**config.mk**
```make
export PLATFORM = sky130hd
export DESIGN_NAME = adaptive_threshold_hysteresis_unit_flat
export DESIGN_NICKNAME = d
export VERILOG_FILES = /design/src/ath_pkg.sv /design/src/ath_in_if.sv /design/src/ath_out_if.sv /design/src/ath_div.sv /design/src/adaptive_threshold_hysteresis_unit.sv /design/src/flat_wrapper.sv
export SDC_FILE = /design/constraint.sdc
export NUM_CORES = 1
export LEC_CHECK = 0
export ABC_CLOCK_PERIOD_IN_PS = 11300
export BUFFER_PORTS_ARGS = -buffer_cell sky130_fd_sc_hd__buf_2
export CAP_MARGIN = 15
export CORE_ASPECT_RATIO = 1.4
export CORE_MARGIN = 2
export CORE_UTILIZATION = 60
export CTS_CLUSTER_SIZE = 40
export DETAILED_ROUTE_END_ITERATION = 7
export GPL_TIMING_DRIVEN = 0
export PLACE_DENSITY_LB_ADDON = 0.08
export SLEW_MARGIN = 25
export SYNTH_ARGS = -nofsm -noshare
export SYNTH_HDL_FRONTEND = slang
export SYNTH_HIERARCHICAL = 1
export SYNTH_SLANG_ARGS = --single-unit
```
**constraint.sdc**
```tcl
create_clock -name clk -period 11.3 [get_ports clk]
set_clock_uncertainty 0.15 [all_clocks]
set_input_delay 3.39 -clock clk [delete_from_list [all_inputs] [get_ports clk]]
set_output_delay 3.39 -clock clk [all_outputs]
set_load 0.01 [all_outputs]
```
**src/ath_pkg.sv**
```systemverilog
// ath_pkg: shared types, widths and register codes for the adaptive
// threshold hysteresis unit. No dependencies.
package ath_pkg;

    localparam int SMP_W   = 10;             // sample width
    localparam int TIME_W  = 32;             // timestamp width
    localparam int SMIN_W  = SMP_W;          // span_minimum width
    localparam int DIV_W   = 6;              // band_divisor width
    localparam int DECAY_W = 16;             // decay_interval width
    localparam int CFG_W   = 16;             // widest register
    localparam int IDX_W   = 2;              // register index width
    localparam int SPAN_W  = SMP_W + 1;      // signed span
    localparam int THR_W   = SMP_W + 2;      // signed threshold
    localparam int CNT_W   = $clog2(SMP_W + 1);

    localparam logic [SMIN_W-1:0]  SMIN_RST  = SMIN_W'(30);
    localparam logic [DIV_W-1:0]   DIV_RST   = DIV_W'(6);
    localparam logic [DECAY_W-1:0] DECAY_RST = DECAY_W'(500);

    localparam logic [IDX_W-1:0] REG_SPAN_MIN    = 2'd0;
    localparam logic [IDX_W-1:0] REG_BAND_DIV    = 2'd1;
    localparam logic [IDX_W-1:0] REG_DECAY_INTVL = 2'd2;
    localparam logic [IDX_W-1:0] REG_BLACK_HIGH  = 2'd3;

    typedef struct packed {
        logic [SMP_W-1:0]  sample;
        logic [TIME_W-1:0] time_ms;
    } in_item_t;

    typedef struct packed {
        logic             is_black;
        logic             range_valid;
        logic [SMP_W-1:0] low_seen;
        logic [SMP_W-1:0] high_seen;
        logic [SMP_W-1:0] midpoint;
    } out_item_t;

    typedef struct packed {
        logic             start;
        logic [SMP_W-1:0] dividend;
        logic [DIV_W-1:0] divisor;
    } div_req_t;

    typedef struct packed {
        logic             done;
        logic [SMP_W-1:0] quotient;
    } div_rsp_t;

    typedef enum logic [1:0] {
        ST_IDLE,
        ST_TRACK,
        ST_DIVIDE,
        ST_DECIDE
    } state_t;

endpackage

```
**src/ath_in_if.sv**
```systemverilog
// ath_in_if: sample channel (valid, ready, sample and timestamp)
// depends on ath_pkg
interface ath_in_if;
    logic             valid;
    logic             ready;
    ath_pkg::in_item_t data;

    modport source (output valid, output data, input ready);
    modport sink (input valid, input data, output ready);
endinterface

```
**src/ath_out_if.sv**
```systemverilog
// ath_out_if: result channel (valid, ready, decision and tracked range)
// depends on ath_pkg
interface ath_out_if;
    logic               valid;
    logic               ready;
    ath_pkg::out_item_t data;

    modport source (output valid, output data, input ready);
    modport sink (input valid, input data, output ready);
endinterface

```
**src/ath_div.sv**
```systemverilog
// ath_div: serial restoring divider, one quotient bit per cycle
// depends on ath_pkg
module ath_div (
    input  logic              clk,
    input  logic              rst_n,
    input  ath_pkg::div_req_t req,
    output ath_pkg::div_rsp_t rsp
);
    import ath_pkg::*;

    logic [SMP_W-1:0] quo_reg, quo_next;
    logic [DIV_W-1:0] rem_reg, rem_next;
    logic [DIV_W-1:0] dvs_reg, dvs_next;
    logic [CNT_W-1:0] cnt_reg, cnt_next;
    logic             busy_reg, busy_next;
    logic             done_reg, done_next;
    logic [DIV_W:0]   trial;
    logic             fits;

    always_comb
    begin
        trial     = {rem_reg, quo_reg[SMP_W-1]};
        fits      = trial >= {1'b0, dvs_reg};
        quo_next  = quo_reg;
        rem_next  = rem_reg;
        dvs_next  = dvs_reg;
        cnt_next  = cnt_reg;
        busy_next = busy_reg;
        done_next = 1'b0;
        if (req.start)
        begin
            quo_next  = req.dividend;
            rem_next  = '0;
            dvs_next  = req.divisor;
            cnt_next  = CNT_W'(SMP_W);
            busy_next = 1'b1;
        end
        else if (busy_reg)
        begin
            // remainder stays below the divisor, so it fits DIV_W bits
            rem_next = fits ? DIV_W'(trial - {1'b0, dvs_reg}) : trial[DIV_W-1:0];
            quo_next = {quo_reg[SMP_W-2:0], fits};
            cnt_next = cnt_reg - CNT_W'(1);
            if (cnt_reg == CNT_W'(1))
            begin
                busy_next = 1'b0;
                done_next = 1'b1;
            end
        end
    end

    always_ff @(posedge clk or negedge rst_n)
    begin
        if (!rst_n)
        begin
            busy_reg <= 1'b0;
            done_reg <= 1'b0;
            cnt_reg  <= '0;
        end
        else
        begin
            busy_reg <= busy_next;
            done_reg <= done_next;
            cnt_reg  <= cnt_next;
        end
    end

    always_ff @(posedge clk)
    begin
        quo_reg <= quo_next;
        rem_reg <= rem_next;
        dvs_reg <= dvs_next;
    end

    assign rsp.done     = done_reg;
    assign rsp.quotient = quo_reg;

`ifndef ASSERT_OFF
    a_no_start_busy: assert property (@(posedge clk) disable iff (!rst_n)
        req.start |-> !busy_reg)
        else $error("divider started while busy");
    a_done_after_busy: assert property (@(posedge clk) disable iff (!rst_n)
        done_reg |-> $past(busy_reg) && !busy_reg)
        else $error("divider done without a running divide");
    a_rem_below_dvs: assert property (@(posedge clk) disable iff (!rst_n)
        busy_reg && !$past(req.start) |-> rem_reg < dvs_reg)
        else $error("divider remainder not below divisor");
`endif

endmodule

```
**src/adaptive_threshold_hysteresis_unit.sv**
```systemverilog
// adaptive_threshold_hysteresis_unit: top level, sequencer, tracked range
// and decision; depends on ath_pkg, ath_in_if, ath_out_if, ath_div
//
// Each sample beat widens the tracked min/max, narrows it by one on each
// side once decay_interval ms have passed (wrapping 32-bit time) while the
// span exceeds span_minimum, then, if the span is at least span_minimum,
// decides black or white against the midpoint plus or minus span/band_divisor
// (band_divisor 0 acts as 1); otherwise the last decision holds. A sample
// passes from accept to result beat through a range update, the serial
// divider forming the band and its done flag, and a decide step that loads
// the output register when it is free. The sample channel is ready only
// between items; a result may wait in the output register while the next
// sample is taken. Config writes go to index 0 span_minimum, 1 band_divisor,
// 2 decay_interval, 3 black_is_high; the user must make them only while no
// sample is in flight, as the block itself does not enforce this.
module adaptive_threshold_hysteresis_unit (
    input  logic                       clk,
    input  logic                       rst_n,
    ath_in_if.sink                     samples,
    ath_out_if.source                  results,
    input  logic                       cfg_we,
    input  logic [ath_pkg::IDX_W-1:0]  cfg_index,
    input  logic [ath_pkg::CFG_W-1:0]  cfg_data
);
    import ath_pkg::*;

    state_t state_reg, state_next;

    // configuration
    logic [SMIN_W-1:0]  smin_reg;
    logic [DIV_W-1:0]   bdiv_reg;
    logic [DECAY_W-1:0] decay_reg;
    logic               bhigh_reg;

    // tracked state
    logic [SMP_W-1:0]  lo_reg, lo_next;
    logic [SMP_W-1:0]  hi_reg, hi_next;
    logic              flag_reg, flag_next;
    logic [TIME_W-1:0] last_reg, last_next;

    // per-item payload
    logic [SMP_W-1:0]         smp_reg, smp_next;
    logic [TIME_W-1:0]        now_reg, now_next;
    logic signed [SPAN_W-1:0] span_reg, span_next;

    // output register
    logic      out_valid_reg, out_valid_next;
    out_item_t out_data_reg, out_data_next;

    div_req_t div_req;
    div_rsp_t div_rsp;

    logic [SMP_W-1:0]         lo_w, hi_w;
    logic signed [SPAN_W-1:0] span_w, half;
    logic [TIME_W-1:0]        elapsed;
    logic                     due, shrink;
    logic [SMP_W-1:0]         mid;
    logic                     valid_rng;
    logic signed [THR_W-1:0]  thr_hi, thr_lo, v_s;
    logic                     load;

    ath_div u_div (
        .clk   (clk),
        .rst_n (rst_n),
        .req   (div_req),
        .rsp   (div_rsp)
    );

    assign samples.ready = (state_reg == ST_IDLE);
    assign results.valid = out_valid_reg;
    assign results.data  = out_data_reg;

    // range update datapath
    always_comb
    begin
        lo_w    = (smp_reg < lo_reg) ? smp_reg : lo_reg;
        hi_w    = (smp_reg > hi_reg) ? smp_reg : hi_reg;
        span_w  = $signed({1'b0, hi_w}) - $signed({1'b0, lo_w});
        elapsed = now_reg - last_reg;
        due     = elapsed >= {{(TIME_W-DECAY_W){1'b0}}, decay_reg};
        shrink  = due && (span_w > $signed({{(SPAN_W-SMIN_W){1'b0}}, smin_reg}));
    end

    // decision datapath; span is never below -1, so half is never negative
    always_comb
    begin
        half      = (span_reg + $signed({{(SPAN_W-1){1'b0}}, span_reg[SPAN_W-1]})) >>> 1;
        mid       = lo_reg + half[SMP_W-1:0];
        valid_rng = span_reg >= $signed({{(SPAN_W-SMIN_W){1'b0}}, smin_reg});
        v_s       = $signed({2'b00, smp_reg});
        thr_hi    = $signed({2'b00, mid}) + $signed({2'b00, div_rsp.quotient});
        thr_lo    = $signed({2'b00, mid}) - $signed({2'b00, div_rsp.quotient});
    end

    always_comb
    begin
        state_next     = state_reg;
        lo_next        = lo_reg;
        hi_next        = hi_reg;
        flag_next      = flag_reg;
        last_next      = last_reg;
        smp_next       = smp_reg;
        now_next       = now_reg;
        span_next      = span_reg;
        out_data_next  = out_data_reg;
        out_valid_next = out_valid_reg;
        div_req.start    = 1'b0;
        div_req.dividend = span_w[SMP_W-1:0];
        div_req.divisor  = (bdiv_reg == '0) ? DIV_W'(1) : bdiv_reg;
        load             = 1'b0;

        if (results.ready)
            out_valid_next = 1'b0;

        case (state_reg)
            ST_IDLE:
            begin
                if (samples.valid)
                begin
                    smp_next   = samples.data.sample;
                    now_next   = samples.data.time_ms;
                    state_next = ST_TRACK;
                end
            end
            ST_TRACK:
            begin
                lo_next   = lo_w + {{(SMP_W-1){1'b0}}, shrink};
                hi_next   = hi_w - {{(SMP_W-1){1'b0}}, shrink};
                span_next = span_w - $signed({{(SPAN_W-2){1'b0}}, shrink, 1'b0});
                if (due)
                    last_next = now_reg;
                div_req.start    = 1'b1;
                div_req.dividend = span_next[SMP_W-1:0];
                state_next       = ST_DIVIDE;
            end
            ST_DIVIDE:
            begin
                if (div_rsp.done)
                    state_next = ST_DECIDE;
            end
            ST_DECIDE:
            begin
                if (!out_valid_reg || results.ready)
                begin
                    load = 1'b1;
                    if (valid_rng)
                    begin
                        if (v_s > thr_hi)
                            flag_next = bhigh_reg;
                        else if (v_s < thr_lo)
                            flag_next = !bhigh_reg;
                    end
                    out_data_next.is_black    = flag_next;
                    out_data_next.range_valid = valid_rng;
                    out_data_next.low_seen    = lo_reg;
                    out_data_next.high_seen   = hi_reg;
                    out_data_next.midpoint    = mid;
                    out_valid_next            = 1'b1;
                    state_next                = ST_IDLE;
                end
            end
            default:
            begin
                state_next = ST_IDLE;
            end
        endcase
    end

    always_ff @(posedge clk or negedge rst_n)
    begin
        if (!rst_n)
        begin
            state_reg     <= ST_IDLE;
            out_valid_reg <= 1'b0;
            lo_reg        <= '1;
            hi_reg        <= '0;
            flag_reg      <= 1'b0;
            last_reg      <= '0;
        end
        else
        begin
            state_reg     <= state_next;
            out_valid_reg <= out_valid_next;
            lo_reg        <= lo_next;
            hi_reg        <= hi_next;
            flag_reg      <= flag_next;
            last_reg      <= last_next;
        end
    end

    always_ff @(posedge clk)
    begin
        smp_reg      <= smp_next;
        now_reg      <= now_next;
        span_reg     <= span_next;
        out_data_reg <= out_data_next;
    end

    always_ff @(posedge clk or negedge rst_n)
    begin
        if (!rst_n)
        begin
            smin_reg  <= SMIN_RST;
            bdiv_reg  <= DIV_RST;
            decay_reg <= DECAY_RST;
            bhigh_reg <= 1'b1;
        end
        else if (cfg_we)
        begin
            case (cfg_index)
                REG_SPAN_MIN:    smin_reg  <= cfg_data[SMIN_W-1:0];
                REG_BAND_DIV:    bdiv_reg  <= cfg_data[DIV_W-1:0];
                REG_DECAY_INTVL: decay_reg <= cfg_data[DECAY_W-1:0];
                REG_BLACK_HIGH:  bhigh_reg <= cfg_data[0];
                default:         bhigh_reg <= bhigh_reg;
            endcase
        end
    end

`ifndef ASSERT_OFF
    a_accept_to_track: assert property (@(posedge clk) disable iff (!rst_n)
        samples.valid && samples.ready |=> state_reg == ST_TRACK)
        else $error("sample beat did not start range update");
    a_done_in_divide: assert property (@(posedge clk) disable iff (!rst_n)
        div_rsp.done |-> state_reg == ST_DIVIDE)
        else $error("divider finished outside divide state");
    a_span_floor: assert property (@(posedge clk) disable iff (!rst_n)
        state_reg == ST_DECIDE |-> span_reg >= $signed({SPAN_W{1'b1}}))
        else $error("tracked range crossed by more than one");
    a_mid_in_range: assert property (@(posedge clk) disable iff (!rst_n)
        load && valid_rng |=> out_data_reg.low_seen <= out_data_reg.midpoint
            && out_data_reg.midpoint <= out_data_reg.high_seen)
        else $error("midpoint outside tracked range");
`endif

endmodule
```
**src/flat_wrapper.sv**
```systemverilog
// flat-port wrapper written by rule: the top's interface ports become plain ports
module adaptive_threshold_hysteresis_unit_flat import ath_pkg::*;
  (clk, rst_n, cfg_we, cfg_index, cfg_data, samples_valid, samples_data, samples_ready, results_valid, results_data, results_ready);
  ath_in_if samples_i ();
  ath_out_if results_i ();
  input  logic clk;
  input  logic rst_n;
  input  logic cfg_we;
  input  logic [ath_pkg::IDX_W-1:0] cfg_index;
  input  logic [ath_pkg::CFG_W-1:0] cfg_data;
  input wire logic [$bits(samples_i.valid)-1:0] samples_valid;
  input wire logic [$bits(samples_i.data)-1:0] samples_data;
  output wire logic [$bits(samples_i.ready)-1:0] samples_ready;
  output wire logic [$bits(results_i.valid)-1:0] results_valid;
  output wire logic [$bits(results_i.data)-1:0] results_data;
  input wire logic [$bits(results_i.ready)-1:0] results_ready;
  assign samples_i.valid = samples_valid;
  assign samples_i.data = samples_data;
  assign samples_ready = samples_i.ready;
  assign results_valid = results_i.valid;
  assign results_data = results_i.data;
  assign results_i.ready = results_ready;
  adaptive_threshold_hysteresis_unit u_core (.clk(clk), .rst_n(rst_n), .samples(samples_i), .results(results_i), .cfg_we(cfg_we), .cfg_index(cfg_index), .cfg_data(cfg_data));
endmodule
```
==> impl_results.md <==
- CP required: 11430 ps
- Worst setup EP type: flip-flop
- Slowest Stage Delay on Critical Path: 570 ps
- Worst slew pin tran: 1080 ps
- Startpoint types: flip-flop
- Final wirelength: 31.5 mm
- Yosys reg bits: 202
- Setup violations, final: 0
- Initial DRC Count: 531
- Most common cell in the netlist: ha_1
- Initial Util: 0.611
- Num CTS Buffers: 22
- TritonCTS clock tree: built
- Post-cts sizing count: 0
- Setup WS pre-CTS: 3510 ps
- DIE AREA: 24200 sq um
- First-pass GRT wire length: 50.8 mm
- CTS Root Cell: clkbuf_16
- Via count: 10600
- RSZ-0062 raised after global routing: false
- Via density: 5.75
- Die X: 132 um
- RePlAce Congestion: 0.936
- Antenna cell count: 0
- HP Class: reg2reg
- CP arrival: 7980 ps
- Buf/Inv on CP: 4
- Initial antenna violation count: 0
- Post-synth EDFFs: 101
- Nets@finish: 1754
- Post-route DRC: 0
- Ys Warns: 6
- Minimum clock period: 7850 ps
- Family with the most delay on the worst path: simple AND/OR/NAND/NOR gates
- Worst path slowest cell: edfxtp_1
- Tcrit/Tclk final: 0.695
- Synth top area share: 0.220
- Number of global-route vias before repair: 10500
- Total negative slack: 0 ps
- Synth Net Count: 1629
- Total Routing Usage GR: 0.262
- Ys flop type: edfxtp_1
- Wire per inst: 17.2 um
- Area Overhead vs Synth: 11.9%
- Status: finished clean
- Average cell area after synthesis: 9.87 sq um
- Clock Path Buffers: 3
- Post-cts hold buffer count: 0
- Worst Path Max Fanout: 10
- Most used cell, CP: ha_1
- Sequential element share of the synthesized area: 0.404
- Reg clk slew, reported paths: 60 ps
- Die Y: 183 um
- Pins Over Slew Limit: 0
- Skew-Pair Late Insertion Delay: 530 ps
- IO Count: 99
- Site Rows: 65
- Mapped cell area: 13800 sq um
- First-pass iteration count of the detailed router: 5
- Share of cells above drive strength 1: 0.149
- Fin. Hold Viols: 0
- Post CTS Setup Buffer Count: 0
- Slew HR: 0.261
- Final ANT Viol Nets: 0
- Hpwl dp: 24.2 mm
- Cells after synthesis: 1395
- Yosys top cell by area: edfxtp_1
- Fmax: 127 MHz
- I/O Buffers: 98
- H-tree levels: 1
- Core area: 22500 sq um
- Synth area leaders: edfxtp_1, ha_1, dfrtp_1
- Crit Path Category: reg2reg
- Fillers: 1835
- Top post-synthesis cells by count: ha_1, inv_1, edfxtp_1, a21oi_1, nand2_1
- Largest net degree at the start of global routing: 64
- Synth cell types: 77
- Sink Count: 202
- Max-cap violation count: 0
- Final WS setup: 3450 ps
- Total global routing overflow: 0
- FFs w/ async S/R, synth: 0.470
[through the flow]
stage / cell area [sq um] / cells / utilization / hold WS, ps
3_3_place_gp: 14600 / 1794 / 0.650 / 281
3_5_place_dp: 14700 / 1797 / 0.653 / 284
4_1_cts: 15400 / 1837 / 0.684 / 299
6_report: 15400 / 1837 / 0.684 / 299
2_1_floorplan: 13800 / 1395 / - / 275
5_1_grt: 15400 / 1837 / 0.684 / 302
[worst register-to-register path: cells and delay by family, from the launching register on]
family | cells | cell delay [ps]
simple gates | 13 | 2450
compound gates | 7 | 1770
fa+ha+maj | 4 | 1220
buf+inv | 4 | 590
xor+xnor | 2 | 570
flops | 1 | 570
mux | 1 | 280
[routing by layer]
metal,part of all wire,global-route usage,wire (um)
met1,0.39,0.298,12400
met2,0.52,0.493,16500
met3,0.040,0.0263,1260
met4,0.043,0.116,1350
met5,0,0,0
[logic make-up (layout without fill, tap and decap cells)]
group                      after synthesis  after routing  share of synthesized area
xor gates and xnor gates               102            102                     0.0660
adders and majority gates              169            169                      0.157
buffers and inverters                  199            340                     0.0567
DFF                                    202            202                      0.404
muxes                                   49             49                     0.0395
and+or+nand+nor                        337            337                      0.124
AOI/OAI and AO/OA                      337            337                      0.153
[placed cells by master, fill, tap and decap left out, types with 18 or more instances in the layout]
cell,count
ha_1,163
inv_1,151
edfxtp_1,101
buf_2,100
a21oi_1,91
nand2_1,81
dfrtp_1,72
nor2_1,71
xnor2_1,68
o21ai_0,67
nand3_1,62
clkbuf_1,41
o21ai_1,37
mux2_2,35
xor2_1,32
a21o_1,27
o21a_1,24
dfstp_2,23
clkbuf_16,22
o21bai_1,21
nand2b_1,18
[final cells by class]
class | count | area, sq um | area share
Multi-Input combinational cell | 994 | 7440 | 0.483
Sequential cell | 202 | 5560 | 0.361
Clock buffer | 31 | 594 | 0.0386
Inverter | 151 | 567 | 0.0368
Timing Repair Buffer | 101 | 564 | 0.0366
Tap cell | 301 | 377 | 0.0245
Buffer | 48 | 214 | 0.0139
Clock inverter | 9 | 91.3 | 0.00593
[path summary, 6_finish.rpt]
path | from | to | slack (ps) | cells past startpoint
max | u_core/smp_reg[5] | u_core/u_div/quo_reg[8] | 3450 | 31
min in group asynchronous | rst_n | u_core/last_reg[4] | 2590 | 1
max in group asynchronous | rst_n | u_core/lo_reg[1] | 7700 | 2
min reg2reg | u_core/hi_reg[4] | u_core/results.data[14] | 300 | 0
max reg2reg | u_core/smp_reg[5] | u_core/u_div/quo_reg[8] | 3450 | 31
min | u_core/hi_reg[4] | u_core/results.data[14] | 300 | 0
Power is not shown: default switching activity piles up to over one toggle a cycle in this logic, so the estimate is an artifact.
